==> config.mk <==
export PLATFORM = sky130hd
export DESIGN_NAME = pixel_quantize_bit_packer_top_flat
export DESIGN_NICKNAME = d
export VERILOG_FILES = /design/src/rtl/core/pqbp_pkg.sv /design/src/rtl/core/pqbp_if.sv /design/src/rtl/core/pixel_quantize_bit_packer_top.sv /design/src/rtl/core/pqbp_front.sv /design/src/rtl/core/pqbp_queue.sv /design/src/rtl/core/pqbp_back.sv /design/src/flat_wrapper.sv
export VERILOG_INCLUDE_DIRS = /design/src /design/src/rtl/core
export SDC_FILE = /design/constraint.sdc
export NUM_CORES = 1
export LEC_CHECK = 0
export ABC_AREA = 1
export BUFFER_PORTS_ARGS = -buffer_cell sky130_fd_sc_hd__buf_2
export CAP_MARGIN = 20
export CORE_MARGIN = 1.5
export CORE_UTILIZATION = 57
export DETAILED_ROUTE_END_ITERATION = 10
export PLACE_DENSITY = 0.74
export SLEW_MARGIN = 20
export SYNTH_ARGS = -nofsm -noshare
export SYNTH_HDL_FRONTEND = slang
export SYNTH_SLANG_ARGS = --single-unit
==> constraint.sdc <==
create_clock -name clk -period 9.9 [get_ports clk]
set_input_delay 0.495 -clock clk [delete_from_list [all_inputs] [get_ports clk]]
set_output_delay 0.495 -clock clk [all_outputs]
set_load 0.01 [all_outputs]
==> src/rtl/core/pixel_quantize_bit_packer_top_macros.svh <==
// Assertion macros shared by the pixel quantizer and bit packer RTL.
`ifndef PIXEL_QUANTIZE_BIT_PACKER_TOP_MACROS_SVH
`define PIXEL_QUANTIZE_BIT_PACKER_TOP_MACROS_SVH

// The consequent must hold in the same cycle as the antecedent.
`define PQBP_ASSERT_SAME(label, clk, rst_n, ante, cons, msg) \
  label: assert property (@(posedge clk) disable iff (!rst_n) (ante) |-> (cons)) \
    else $error(msg);

// The consequent must hold in the cycle after the antecedent.
`define PQBP_ASSERT_NEXT(label, clk, rst_n, ante, cons, msg) \
  label: assert property (@(posedge clk) disable iff (!rst_n) (ante) |=> (cons)) \
    else $error(msg);

`endif

==> src/rtl/core/pqbp_pkg.sv <==
// Shared types, constants and functions of the pixel quantizer and bit packer.
package pqbp_pkg;

  localparam int unsigned PixW       = 8;
  localparam int unsigned LvlW       = 8;
  localparam int unsigned CodeW      = 8;
  localparam int unsigned WidthW     = 4;
  localparam int unsigned ByteBits   = 8;
  localparam int unsigned QueueDepth = 2;
  localparam logic [LvlW-1:0] MaxLevelRst = 8'd255;

  // One quantized pixel on its way from the front end to the packer.
  typedef struct packed {
    logic [CodeW-1:0]  code;
    logic [WidthW-1:0] width;
    logic              last;
  } quant_entry_t;

  // Code width is the position of the leading one plus one, and one bit for levels 0 and 1.
  function automatic logic [WidthW-1:0] code_width(input logic [LvlW-1:0] lvl);
    logic [WidthW-1:0] w;
    w = WidthW'(1);
    for (int i = 1; i < int'(LvlW); i++) begin
      if (lvl[i]) begin
        w = WidthW'(i + 1);
      end
    end
    return w;
  endfunction

  // floor(pixel * lvl / 255). For p = pixel * lvl, (p + (p >> 8) + 1) >> 8 equals p / 255.
  function automatic logic [CodeW-1:0] quantize(input logic [PixW-1:0] pixel,
                                                input logic [LvlW-1:0] lvl);
    logic [15:0] prod;
    logic [15:0] sum;
    prod = 16'(pixel) * 16'(lvl);
    sum  = prod + {8'h00, prod[15:8]} + 16'd1;
    return sum[15:8];
  endfunction

endpackage

==> src/rtl/core/pqbp_if.sv <==
// Valid/ready channel interfaces for pixel requests and packed byte results.
interface pqbp_in_if;
  logic                       valid;
  logic                       ready;
  logic [pqbp_pkg::PixW-1:0]  pixel;
  logic                       last_pixel;

  modport source (output valid, output pixel, output last_pixel, input ready);
  modport sink   (input valid, input pixel, input last_pixel, output ready);
endinterface

interface pqbp_out_if;
  logic                          valid;
  logic                          ready;
  logic [pqbp_pkg::ByteBits-1:0] packed_byte;
  logic                          last_byte;

  modport source (output valid, output packed_byte, output last_byte, input ready);
  modport sink   (input valid, input packed_byte, input last_byte, output ready);
endinterface

==> src/rtl/core/pixel_quantize_bit_packer_top.sv <==
// Top level of the pixel quantizer and MSB-first variable-width bit packer.
//
// Pixel requests arrive on in_if (valid/ready): an 8-bit gray pixel and a last flag.
// Each pixel is quantized to floor(pixel * max_level / 255) and packed MSB first
// as a code of floor(log2(max_level)) + 1 bits (one bit for levels 0 and 1).
// Completed bytes leave on out_if (valid/ready); the last pixel flushes a partial
// byte with zero padding and marks the final byte with last_byte.
// cfg_we/cfg_wdata write max_level; write it only while no request is in flight.
// A byte passes through the queue and then the output register: the edge that accepts
// the request completing it writes the queue, and the pop from the queue loads the output.
// Throughput: one pixel per cycle while the receiver keeps up. A pixel that yields
// two bytes holds the packer while the second byte drains.
// When the receiver stalls, the output register holds its byte and the queue of
// QUEUE_DEPTH entries fills, after which in_if.ready drops.
// Reset (rst_n low, synchronous) empties the queue and the packer and sets max_level
// to 255; no result is pending after reset.
module pixel_quantize_bit_packer_top #(
  parameter int unsigned QUEUE_DEPTH = pqbp_pkg::QueueDepth
) (
  input  logic                      clk,
  input  logic                      rst_n,
  input  logic                      cfg_we,
  input  logic [pqbp_pkg::LvlW-1:0] cfg_wdata,
  pqbp_in_if.sink                   in_if,
  pqbp_out_if.source                out_if
);

  logic                   q_push;
  logic                   q_full;
  logic                   q_pop;
  logic                   q_empty;
  pqbp_pkg::quant_entry_t q_wr_entry;
  pqbp_pkg::quant_entry_t q_rd_entry;

  pqbp_front u_front (
    .clk       (clk),
    .rst_n     (rst_n),
    .cfg_we    (cfg_we),
    .cfg_wdata (cfg_wdata),
    .in_if     (in_if),
    .q_full    (q_full),
    .q_push    (q_push),
    .q_entry   (q_wr_entry)
  );

  pqbp_queue #(
    .Depth (QUEUE_DEPTH)
  ) u_queue (
    .clk      (clk),
    .rst_n    (rst_n),
    .push     (q_push),
    .wr_entry (q_wr_entry),
    .full     (q_full),
    .pop      (q_pop),
    .rd_entry (q_rd_entry),
    .empty    (q_empty)
  );

  pqbp_back u_back (
    .clk      (clk),
    .rst_n    (rst_n),
    .rd_entry (q_rd_entry),
    .q_empty  (q_empty),
    .q_pop    (q_pop),
    .out_if   (out_if)
  );

endmodule

==> src/rtl/core/pqbp_front.sv <==
// Front end: holds the level register, accepts pixels, quantizes them and sizes the codes.
module pqbp_front (
  input  logic                       clk,
  input  logic                       rst_n,
  input  logic                       cfg_we,
  input  logic [pqbp_pkg::LvlW-1:0]  cfg_wdata,
  pqbp_in_if.sink                    in_if,
  input  logic                       q_full,
  output logic                       q_push,
  output pqbp_pkg::quant_entry_t     q_entry
);

  logic [pqbp_pkg::LvlW-1:0] max_level_r;

  always_ff @(posedge clk) begin
    if (!rst_n) begin
      max_level_r <= pqbp_pkg::MaxLevelRst;
    end else if (cfg_we) begin
      max_level_r <= cfg_wdata;
    end
  end

  assign in_if.ready = !q_full;
  assign q_push      = in_if.valid && !q_full;

  always_comb begin
    q_entry.code  = pqbp_pkg::quantize(in_if.pixel, max_level_r);
    q_entry.width = pqbp_pkg::code_width(max_level_r);
    q_entry.last  = in_if.last_pixel;
  end

endmodule

==> src/rtl/core/pqbp_queue.sv <==
// Short queue of quantized codes between the front end and the packer.
`include "pixel_quantize_bit_packer_top_macros.svh"

module pqbp_queue #(
  parameter int unsigned Depth = pqbp_pkg::QueueDepth
) (
  input  logic                   clk,
  input  logic                   rst_n,
  input  logic                   push,
  input  pqbp_pkg::quant_entry_t wr_entry,
  output logic                   full,
  input  logic                   pop,
  output pqbp_pkg::quant_entry_t rd_entry,
  output logic                   empty
);

  localparam int unsigned PtrW = (Depth > 1) ? $clog2(Depth) : 1;
  localparam int unsigned CntW = $clog2(Depth + 1);
  localparam logic [PtrW-1:0] LastPtr = PtrW'(Depth - 1);
  localparam logic [CntW-1:0] FullCnt = CntW'(Depth);

  pqbp_pkg::quant_entry_t entries_r [Depth];
  logic [PtrW-1:0] wr_ptr_r;
  logic [PtrW-1:0] rd_ptr_r;
  logic [CntW-1:0] count_r;
  logic [CntW-1:0] count_nxt;

  assign full     = (count_r == FullCnt);
  assign empty    = (count_r == '0);
  assign rd_entry = entries_r[rd_ptr_r];

  always_comb begin
    count_nxt = count_r;
    if (push && !pop) begin
      count_nxt = count_r + CntW'(1);
    end else if (pop && !push) begin
      count_nxt = count_r - CntW'(1);
    end
  end

  always_ff @(posedge clk) begin
    if (!rst_n) begin
      wr_ptr_r <= '0;
      rd_ptr_r <= '0;
      count_r  <= '0;
    end else begin
      count_r <= count_nxt;
      if (push) begin
        wr_ptr_r <= (wr_ptr_r == LastPtr) ? '0 : wr_ptr_r + PtrW'(1);
      end
      if (pop) begin
        rd_ptr_r <= (rd_ptr_r == LastPtr) ? '0 : rd_ptr_r + PtrW'(1);
      end
    end
  end

  always_ff @(posedge clk) begin
    if (push) begin
      entries_r[wr_ptr_r] <= wr_entry;
    end
  end

  `PQBP_ASSERT_SAME(a_no_pop_empty, clk, rst_n, pop, count_r != '0, "queue popped while empty")
  `PQBP_ASSERT_SAME(a_count_bound, clk, rst_n, 1'b1, count_r <= FullCnt, "queue count overflow")

endmodule

==> src/rtl/core/pqbp_back.sv <==
// Back end: packs codes MSB first into bytes and drives the result channel.
`include "pixel_quantize_bit_packer_top_macros.svh"

module pqbp_back (
  input  logic                   clk,
  input  logic                   rst_n,
  input  pqbp_pkg::quant_entry_t rd_entry,
  input  logic                   q_empty,
  output logic                   q_pop,
  pqbp_out_if.source             out_if
);

  localparam int unsigned BB = pqbp_pkg::ByteBits;

  logic [BB-1:0] accum_r;
  logic [2:0]    off_r;
  logic          out_valid_r;
  logic [BB-1:0] out_byte_r;
  logic          out_last_r;
  logic          pend_valid_r;
  logic [BB-1:0] pend_byte_r;

  logic            slot_free;
  logic [3:0]      total;
  logic [2*BB-1:0] win;
  logic            byte_done;
  logic [BB-1:0]   acc_nxt;
  logic [2:0]      off_nxt;
  logic            flush;
  logic            first_valid;
  logic [BB-1:0]   first_byte;
  logic            first_last;
  logic            second_valid;

  assign slot_free = !out_valid_r || out_if.ready;
  assign q_pop     = !q_empty && !pend_valid_r && slot_free;

  // The code lands in a two-byte window right after the bits already held.
  always_comb begin
    total     = {1'b0, off_r} + rd_entry.width;
    win       = {accum_r, {BB{1'b0}}}
              | ((2*BB)'(rd_entry.code) << (5'd16 - 5'(total)));
    byte_done = total[3];
    acc_nxt   = byte_done ? win[BB-1:0] : win[2*BB-1:BB];
    off_nxt   = total[2:0];
    flush     = rd_entry.last && (off_nxt != 3'd0);
    first_valid  = byte_done || flush;
    first_byte   = byte_done ? win[2*BB-1:BB] : acc_nxt;
    second_valid = byte_done && flush;
    first_last   = rd_entry.last && !second_valid;
  end

  always_ff @(posedge clk) begin
    if (!rst_n) begin
      accum_r      <= '0;
      off_r        <= '0;
      out_valid_r  <= 1'b0;
      pend_valid_r <= 1'b0;
    end else begin
      if (q_pop) begin
        accum_r <= rd_entry.last ? '0 : acc_nxt;
        off_r   <= rd_entry.last ? 3'd0 : off_nxt;
      end
      if (slot_free) begin
        if (pend_valid_r) begin
          out_valid_r  <= 1'b1;
          pend_valid_r <= 1'b0;
        end else begin
          out_valid_r  <= q_pop && first_valid;
          pend_valid_r <= q_pop && second_valid;
        end
      end
    end
  end

  always_ff @(posedge clk) begin
    if (slot_free) begin
      if (pend_valid_r) begin
        out_byte_r <= pend_byte_r;
        out_last_r <= 1'b1;
      end else begin
        out_byte_r  <= first_byte;
        out_last_r  <= first_last;
        pend_byte_r <= acc_nxt;
      end
    end
  end

  assign out_if.valid       = out_valid_r;
  assign out_if.packed_byte = out_byte_r;
  assign out_if.last_byte   = out_last_r;

  `PQBP_ASSERT_SAME(a_pend_behind_out, clk, rst_n, pend_valid_r, out_valid_r, "pending byte without output byte")
  `PQBP_ASSERT_NEXT(a_last_clears, clk, rst_n, q_pop && rd_entry.last, (off_r == 3'd0) && (accum_r == '0), "packer not cleared after last pixel")

endmodule

==> src/flat_wrapper.sv <==
// flat-port wrapper written by rule: the top's interface ports become plain ports
module pixel_quantize_bit_packer_top_flat 
#(
  parameter int unsigned QUEUE_DEPTH = pqbp_pkg::QueueDepth
)
  (clk, rst_n, cfg_we, cfg_wdata, in_if_valid, in_if_pixel, in_if_last_pixel, in_if_ready, out_if_valid, out_if_packed_byte, out_if_last_byte, out_if_ready);
  pqbp_in_if in_if_i ();
  pqbp_out_if out_if_i ();
  input  logic clk;
  input  logic rst_n;
  input  logic cfg_we;
  input  logic [pqbp_pkg::LvlW-1:0] cfg_wdata;
  input wire logic [$bits(in_if_i.valid)-1:0] in_if_valid;
  input wire logic [$bits(in_if_i.pixel)-1:0] in_if_pixel;
  input wire logic [$bits(in_if_i.last_pixel)-1:0] in_if_last_pixel;
  output wire logic [$bits(in_if_i.ready)-1:0] in_if_ready;
  output wire logic [$bits(out_if_i.valid)-1:0] out_if_valid;
  output wire logic [$bits(out_if_i.packed_byte)-1:0] out_if_packed_byte;
  output wire logic [$bits(out_if_i.last_byte)-1:0] out_if_last_byte;
  input wire logic [$bits(out_if_i.ready)-1:0] out_if_ready;
  assign in_if_i.valid = in_if_valid;
  assign in_if_i.pixel = in_if_pixel;
  assign in_if_i.last_pixel = in_if_last_pixel;
  assign in_if_ready = in_if_i.ready;
  assign out_if_valid = out_if_i.valid;
  assign out_if_packed_byte = out_if_i.packed_byte;
  assign out_if_last_byte = out_if_i.last_byte;
  assign out_if_i.ready = out_if_ready;
  pixel_quantize_bit_packer_top #(.QUEUE_DEPTH(QUEUE_DEPTH)) u_core (.clk(clk), .rst_n(rst_n), .cfg_we(cfg_we), .cfg_wdata(cfg_wdata), .in_if(in_if_i), .out_if(out_if_i));
endmodule
==> results of run 1 <==
-- cells in the mapped netlist, types with 3 or more instances --
cell type	number	area [µm²]
sky130_fd_sc_hd__buf_2	3	15.0
sky130_fd_sc_hd__clkinv_1	3	11.3
sky130_fd_sc_hd__inv_2	4	15.0
sky130_fd_sc_hd__nor2_1	42	158
sky130_fd_sc_hd__or2_2	4	25.0
sky130_fd_sc_hd__ha_1	48	601
sky130_fd_sc_hd__fa_1	37	741
sky130_fd_sc_hd__edfxtp_1	43	1290
sky130_fd_sc_hd__dfxtp_1	26	521
sky130_fd_sc_hd__clkbuf_1	23	86.3
sky130_fd_sc_hd__nand2_2	5	31.3
sky130_fd_sc_hd__a21oi_1	29	145
sky130_fd_sc_hd__o21ai_0	17	85.1
sky130_fd_sc_hd__nand2_1	303	1140
sky130_fd_sc_hd__nand4_1	10	62.6
sky130_fd_sc_hd__xor2_1	6	52.6
sky130_fd_sc_hd__buf_4	3	22.5
sky130_fd_sc_hd__nand3_1	88	440
sky130_fd_sc_hd__inv_1	173	649
sky130_fd_sc_hd__a31oi_1	10	62.6
-- routing by layer --
metal  track usage [%]  part of all wire (%)  routed length [µm]  up-vias
li1                  -                     -                   -     2795
met1              28.9                    44                5610     2423
met2              44.3                    51                6480       91
met3              3.56                   2.7                 345       24
met4              8.18                   1.7                 219        0
met5                 0                     0                   0        -
-- cell usage in the layout (no fill, tap or decap) --
| cell type | Yosys | final |
|---|---|---|
| sky130_fd_sc_hd__nand2_1 | 303 | 303 |
| sky130_fd_sc_hd__inv_1 | 173 | 173 |
| sky130_fd_sc_hd__nand3_1 | 88 | 88 |
| sky130_fd_sc_hd__ha_1 | 48 | 48 |
| sky130_fd_sc_hd__edfxtp_1 | 43 | 43 |
| sky130_fd_sc_hd__nor2_1 | 42 | 41 |
| sky130_fd_sc_hd__fa_1 | 37 | 37 |
| sky130_fd_sc_hd__buf_2 | 3 | 32 |
| sky130_fd_sc_hd__a21oi_1 | 29 | 29 |
| sky130_fd_sc_hd__dfxtp_1 | 26 | 26 |
| sky130_fd_sc_hd__o21ai_0 | 17 | 17 |
| sky130_fd_sc_hd__nand4_1 | 10 | 10 |
| sky130_fd_sc_hd__a31oi_1 | 10 | 10 |
| sky130_fd_sc_hd__clkbuf_8 | 0 | 10 |
| sky130_fd_sc_hd__xor2_1 | 6 | 6 |
| sky130_fd_sc_hd__nand2_2 | 5 | 5 |
| sky130_fd_sc_hd__inv_2 | 4 | 4 |
| sky130_fd_sc_hd__or2_2 | 4 | 4 |
| sky130_fd_sc_hd__clkinv_1 | 3 | 3 |
| sky130_fd_sc_hd__nor2_2 | 2 | 3 |
| sky130_fd_sc_hd__o21ai_1 | 2 | 2 |
| sky130_fd_sc_hd__nand3_2 | 2 | 2 |
| sky130_fd_sc_hd__xnor2_1 | 2 | 2 |
| sky130_fd_sc_hd__and2_1 | 2 | 2 |
| sky130_fd_sc_hd__clkinv_2 | 0 | 2 |
| sky130_fd_sc_hd__clkbuf_1 | 23 | 2 |
| sky130_fd_sc_hd__buf_4 | 3 | 2 |
| sky130_fd_sc_hd__xor2_2 | 1 | 1 |
| sky130_fd_sc_hd__a211oi_1 | 1 | 1 |
| sky130_fd_sc_hd__nor3_2 | 1 | 1 |
| sky130_fd_sc_hd__o211ai_1 | 1 | 1 |
| sky130_fd_sc_hd__nand2b_1 | 1 | 1 |
| sky130_fd_sc_hd__or4_1 | 1 | 1 |
| sky130_fd_sc_hd__clkbuf_16 | 0 | 1 |
| sky130_fd_sc_hd__inv_4 | 0 | 1 |
-- state kept, by name, indices dropped and copies added, names as in the netlist, named ones only --
register	count
u_core.u_back.accum_r	8
u_core.u_back.off_r	3
u_core.u_back.out_if.last_byte	1
u_core.u_back.out_if.packed_byte	8
u_core.u_back.out_if.valid	1
u_core.u_back.pend_byte_r	8
u_core.u_back.pend_valid_r	1
u_core.u_front.max_level_r	8
u_core.u_queue.count_r	2
u_core.u_queue.entries_r	26
u_core.u_queue.rd_ptr_r	1
u_core.u_queue.wr_ptr_r	1
-- cell families (layout without fill, tap and decap cells) --
family	Yosys count	after routing
and+or+nand+nor	461	461
buffers and inverters	210	230
adders and majority gates	85	85
DFF	69	69
AOI/OAI and AO/OA	60	60
xor gates and xnor gates	9	9
-- layout make-up --
class	count	area (µm²)	share of cell area [%]
Inverter	180	676	10.1
Clock inverter	3	16.3	0.243
Clock buffer	13	170	2.54
Tap cell	140	175	2.62
Timing Repair Buffer	34	175	2.62
Sequential cell	69	1810	27.1
Multi-Input combinational cell	615	3670	54.8
-- critical path, delay by kind of cell (launching register included) --
kind	cells	cell delay, ps
adders and majority gates	6	2810
buffers and inverters	6	360
xor gates and xnor gates	1	240
AOI/OAI and AO/OA	1	150
and+or+nand+nor	14	1390
DFF	1	640
-- through the flow --
stage	hold WS (ps)	cells	setup slack, ps	instance area [µm²]
CTS	336	1054	4080	6690
floorplan	445	894	4380	6280
global route	337	1054	3500	6700
global placement	454	1038	4140	6510
detailed placement	455	1038	4040	6510
finish	344	1054	4060	6700
-- worst max-delay path by stage --
| stage | to | slack, ps | cells after the start |
|---|---|---|---|
| 2_1_floorplan | u_core.u_queue.entries_r[0][12] | 4380 | 29 |
| 3_3_place_gp | u_core.u_queue.entries_r[0][12] | 4140 | 27 |
| 3_5_place_dp | u_core.u_queue.entries_r[0][12] | 4040 | 27 |
| 4_1_cts | u_core.u_queue.entries_r[0][12] | 4080 | 28 |
| 5_1_grt | u_core.u_queue.entries_r[1][12] | 3500 | 28 |
| 6_report | u_core.u_queue.entries_r[0][12] | 4060 | 28 |
==> flow_summary.yaml, run 1 <==
critical_path:
  cp_max_stage_delay_ps: 640
  critical_path_class: "flop to flop"
  critical_path.max_fanout: 14
  critical_path.slowest_cell: "sky130_fd_sc_hd__dfxtp_1"
  worst_r2r_endpoint: "u_core.u_queue.entries_r[0][12]"
  critPathLaunchType: "flop"
  worst_ep_required_ps: 10000
  worst_path_arrival_ps: 5950
  critical_path.most_common_cell: "sky130_fd_sc_hd__nand2_1"
  regToRegStartpoint: "u_core.u_front.max_level_r[7]"
  cells_on_worst_reg2reg_path: 28
  crit_end_element: "flop"
  critPathLaunch: "u_core.u_front.max_level_r[7]"
  reg2reg_slack_ps: 4060
global_routing:
  grt_first_pass_wirelength_mm: 22.5
  grt_overflow_total: 0
  grt_antenna_before_repair: 0
  grt_start_max_net_pins: 20
  vias_in_the_first_global_route: 5146
  track_usage_pct: 24.2
logic_synthesis:
  synth.lib_cells_used.distinct: 32
  postSynth.asyncResetShare_pct: 0
  most_common_flop_cell_mapped_by_yosys: "sky130_fd_sc_hd__edfxtp_1"
  syn_nets: 1001
  syn_area_um2: 6280
  synth_mux_area_share_pct: 0
  number_of_synthesized_flops_with_an_enable_pin: 43
  yosys_warnings: 0
  synth-seq-area-share_pct: 28.8
  syn_avg_cell_area_um2: 7.03
  ys_seq_elements: 69
  synth_top_family_by_area: "simple AND/OR/NAND/NOR gates"
  synthesized_area_fraction_occupied_by_xor_and_xnor_cells_pct: 1.37
  synth_simple_gate_area_share_pct: 30.6
  synth-compound-area-share_pct: 5.06
  synth_adder_area_share_pct: 21.3
  netlist_instances: 894
cells_and_area:
  layout-drive-gt1-share_pct: 7.44
  antenna_cells: 0
  final_layout_net_count: 1016
  area_growth_syn_to_layout_pct: 6.55
  fillerInstances: 984
  finalCoreUtilization_pct: 62.0
cts:
  cts_repair_resize_count: 0
  postCtsSetupBuffers: 0
  cts-root-buf: "sky130_fd_sc_hd__clkbuf_8"
  tritoncts: "built"
  hold_buffers: 0
  tritoncts.num_buffers: 9
  insertion_delay_ps: 350
  clk_path_buf_depth: 2
  cts_max_level: 3
  clk_pin_slew_worst_paths_ps: 70
  cts.sinks: 69
route:
  post-route-drc-count: 0
  viasPerCell: 5.06
  num_vias: 5333
  drtAntennaViolNets: 0
  detail_route.first_pass.iterations: 5
  drt-wirelength-per-cell_um: 12.0
  first_iter_violations: 341
  wl_mm: 12.7
placed_design:
  finalWeightedCongestion: 0.925
  dp_hpwl_mm: 10.4
  io_buffer_count: 32
min_path:
  worstHoldPathCells: 1
  min-delay-path-class: "input port to flop"
  min_delay_worst_endpoint: "u_core.u_queue.entries_r[0][0]"
  worst_hold_startpoint: "in_if_last_pixel"
run:
  drv.max_cap_violation_count: 0
floorplan:
  chipWidth_um: 108
  top_level_ports: 33
  die-area_um2: 11700
  die_height_um: 108
  row_count: 38
  core_area_um2: 10800
  floorplan.initialDensity_pct: 58.2
timing:
  setup_viol: 0
  clock_skew_ps: 8.57
  final.setup.tns_ps: 0
  max_clock_freq_ghz: 0.171
  fin_crit_ps: 5840
  remaining_max_slew_budget_at_the_tightest_pin_pct: 42.1
  finalMaxSlewViolations: 0
  finalHoldViolations: 0
  rsz_0062_raised_after_global_routing: "no"
  final.period_utilization_pct: 59.0
  worst-slew-pin-transition_ps: 865
outcome:
  result_of_the_run: "finished, final reports clean"
Power of run 1 is not shown: default switching activity piles up to over one toggle a cycle in this logic, so the estimate is an artifact.
==> inputs of run 2 (changes only) <==
ABC_AREA = 0   (was 1)
clock period = 5.7 ns   (was 9.9 ns; I/O delays follow)
==> run 2 against run 1 <==
Net effect: critical path type unchanged; critical endpoint is now u_core.u_queue.entries_r[0][8]; utilization rose by 5.5 points; first-iteration DRC count fell by 13%; clock skew rose by 7.0 ps.
==> flow_summary.yaml, run 2 <==
timing:
  clock_skew_ps: 15.6
  worst-slew-pin-transition_ps: 911
  finalHoldViolations: 0
  fin_crit_ps: 5500
  finalMaxSlewViolations: 0
  max_clock_freq_ghz: 0.182
  final.period_utilization_pct: 96.5
  remaining_max_slew_budget_at_the_tightest_pin_pct: 39.0
  setup_viol: 0
route:
  viasPerCell: 5.80
  post-route-drc-count: 0
  detail_route.wirelength.met1_mm: 5.96
  dr_wl_met2_mm: 7.27
  num_vias: 4995
  wl_mm: 14.0
  wl_met3_um: 477
  drt-wirelength-per-cell_um: 16.3
  detail_route.first_pass.iterations: 5
  route.top_layer_used: "met4"
  drtAntennaViolNets: 0
  first_iter_violations: 296
cells_and_area:
  mostFrequentLayoutCell: "sky130_fd_sc_hd__inv_1"
  area_growth_syn_to_layout_pct: 15.1
  number_of_flip_flops_in_the_largest_register: 26
  antenna_cells: 0
  instances_no_fill: 861
  final_layout_net_count: 823
  highest_count_cells_in_the_layout_ignoring_fill_and_taps: "69 x sky130_fd_sc_hd__inv_1, 62 x sky130_fd_sc_hd__and2_1, 49 x sky130_fd_sc_hd__buf_4"
  top_register: "u_core.u_queue.entries_r"
  layout-drive-gt1-share_pct: 23.0
logic_synthesis:
  yosysTopAreaCellShare_pct: 20.3
  syn_area_um2: 6360
  netlist_top_cells_area: "sky130_fd_sc_hd__edfxtp_1 20%, sky130_fd_sc_hd__fa_1 12%, sky130_fd_sc_hd__ha_1 9.4%"
  number_of_synthesized_flops_with_an_enable_pin: 43
  postSynth.asyncResetShare_pct: 0
  ys_seq_elements: 69
  synth-seq-area-share_pct: 28.5
  syn_avg_cell_area_um2: 9.77
  yosysMostFrequentCell: "sky130_fd_sc_hd__inv_1"
  yosys.area.top_type: "sky130_fd_sc_hd__edfxtp_1"
  synthTopCellsByCount: "69 x sky130_fd_sc_hd__inv_1, 62 x sky130_fd_sc_hd__and2_1, 48 x sky130_fd_sc_hd__ha_1"
  synth.lib_cells_used.distinct: 68
  yosys_warnings: 0
  netlist_instances: 651
  most_common_flop_cell_mapped_by_yosys: "sky130_fd_sc_hd__edfxtp_1"
  syn_nets: 758
cts:
  tritoncts: "built"
  cts_max_level: 3
  cts.sinks: 69
  hold_buffers: 0
  clk_path_buf_depth: 2
  insertion_delay_ps: 360
  cts-root-buf: "sky130_fd_sc_hd__clkbuf_8"
  tritoncts.num_buffers: 9
  clk_pin_slew_worst_paths_ps: 80
floorplan:
  top_level_ports: 33
  die-area_um2: 11800
  chipWidth_um: 109
  die_height_um: 109
  floorplan.initialDensity_pct: 58.7
  core_area_um2: 10800
  row_count: 38
min_path:
  min-delay-path-class: "input port to flop"
critical_path:
  worst_path_arrival_ps: 5590
  critical_path.max_fanout: 6
  crit_end_element: "flop"
  critPathLaunchType: "flop"
  worst_ep_required_ps: 5790
  reg2reg_slack_ps: 200
  critical_path_class: "flop to flop"
global_routing:
  grt_first_pass_wirelength_mm: 23.1
  grt_overflow_total: 0
  grt_antenna_before_repair: 0
  grt_start_max_net_pins: 28
  vias_in_the_first_global_route: 4949
  track_usage_pct: 24.9
outcome:
  result_of_the_run: "finished, final reports clean"
placed_design:
  finalWeightedCongestion: 0.928
  io_buffer_count: 32
  dp_hpwl_mm: 11.0
  numPlacedInstances: 840
run:
  drv.max_cap_violation_count: 0
-- run 2: metal layers --
layer,vias up,global-route usage (%)
met1,2411,30.5
li1,2434,-
met5,-,0
met4,0,9.96
met3,27,2.87
met2,123,44.5
-- run 2: area by class of cell --
cell class                      count  area [µm²]
Timing Repair Buffer               82         548
Clock inverter                      4        27.5
Fill cell                         811        3520
Clock buffer                       12         166
Multi-Input combinational cell    484        4310
Tap cell                          140         175
Sequential cell                    69        1830
Inverter                           70         263
-- run 2: metrics by stage --
| step | util [%] | instance area (µm²) | TNS [ps] | hold WS (ps) | worst slack (ps) |
|---|---|---|---|---|---|
| floorplan | - | 6390 | 0 | 384 | 0.121 |
| global placement | 63.4 | 6870 | -86.1 | 456 | -40.2 |
| detailed placement | 63.4 | 6880 | -597 | 473 | -96.5 |
| CTS | 65.4 | 7090 | 0 | 111 | 1.08 |
| global route | 67.5 | 7320 | -494 | 112 | -84.4 |
| finish | 67.5 | 7320 | 0 | 122 | 202 |
-- run 2: worst max-delay path, cell delays in order, from the launching register on --
cell and delay [ps]:
sky130_fd_sc_hd__dfxtp_2 350, sky130_fd_sc_hd__buf_4 160, sky130_fd_sc_hd__and2_1 150, sky130_fd_sc_hd__fa_1 440, sky130_fd_sc_hd__fa_1 500, sky130_fd_sc_hd__fa_1 500, sky130_fd_sc_hd__inv_1 60, sky130_fd_sc_hd__fa_1 530
sky130_fd_sc_hd__inv_1 70, sky130_fd_sc_hd__ha_4 280, sky130_fd_sc_hd__buf_4 130, sky130_fd_sc_hd__o21ai_0 90, sky130_fd_sc_hd__o21ai_1 290, sky130_fd_sc_hd__a22oi_2 120, sky130_fd_sc_hd__a21oi_2 150, sky130_fd_sc_hd__xnor2_1 170
sky130_fd_sc_hd__ha_1 320, sky130_fd_sc_hd__o21a_1 140, sky130_fd_sc_hd__and4_1 230, sky130_fd_sc_hd__o2111ai_1 240, sky130_fd_sc_hd__o21ai_0 160, sky130_fd_sc_hd__xnor2_1 170
-- run 2: cell families after synthesis --
logic type      after synthesis  synth area share [%]
buf+inv                      98                  7.02
mux                          40                  8.53
xor+xnor                     18                  3.19
flops                        69                  28.5
fa+ha+maj                    86                  21.3
compound gates              127                  13.6
simple gates                213                  18.0
-- run 2: final timing paths --
path	from	endpoint	depth (start not counted)
setup reg to reg	u_core.u_front.max_level_r[4]	u_core.u_queue.entries_r[0][8]	21
hold reg to reg	u_core.u_back.off_r[0]	u_core.u_back.off_r[0]	2
setup / recovery	u_core.u_front.max_level_r[4]	u_core.u_queue.entries_r[0][8]	21
hold / removal	in_if_last_pixel	u_core.u_queue.entries_r[0][0]	1
-- run 2: timing repair --
item	in CTS	in global routing
endpoints found under the setup margin	16	16
pin swaps	1	19
buffers inserted	0	5
resized for setup	7	40
Power of run 2 is left out for the same reason.
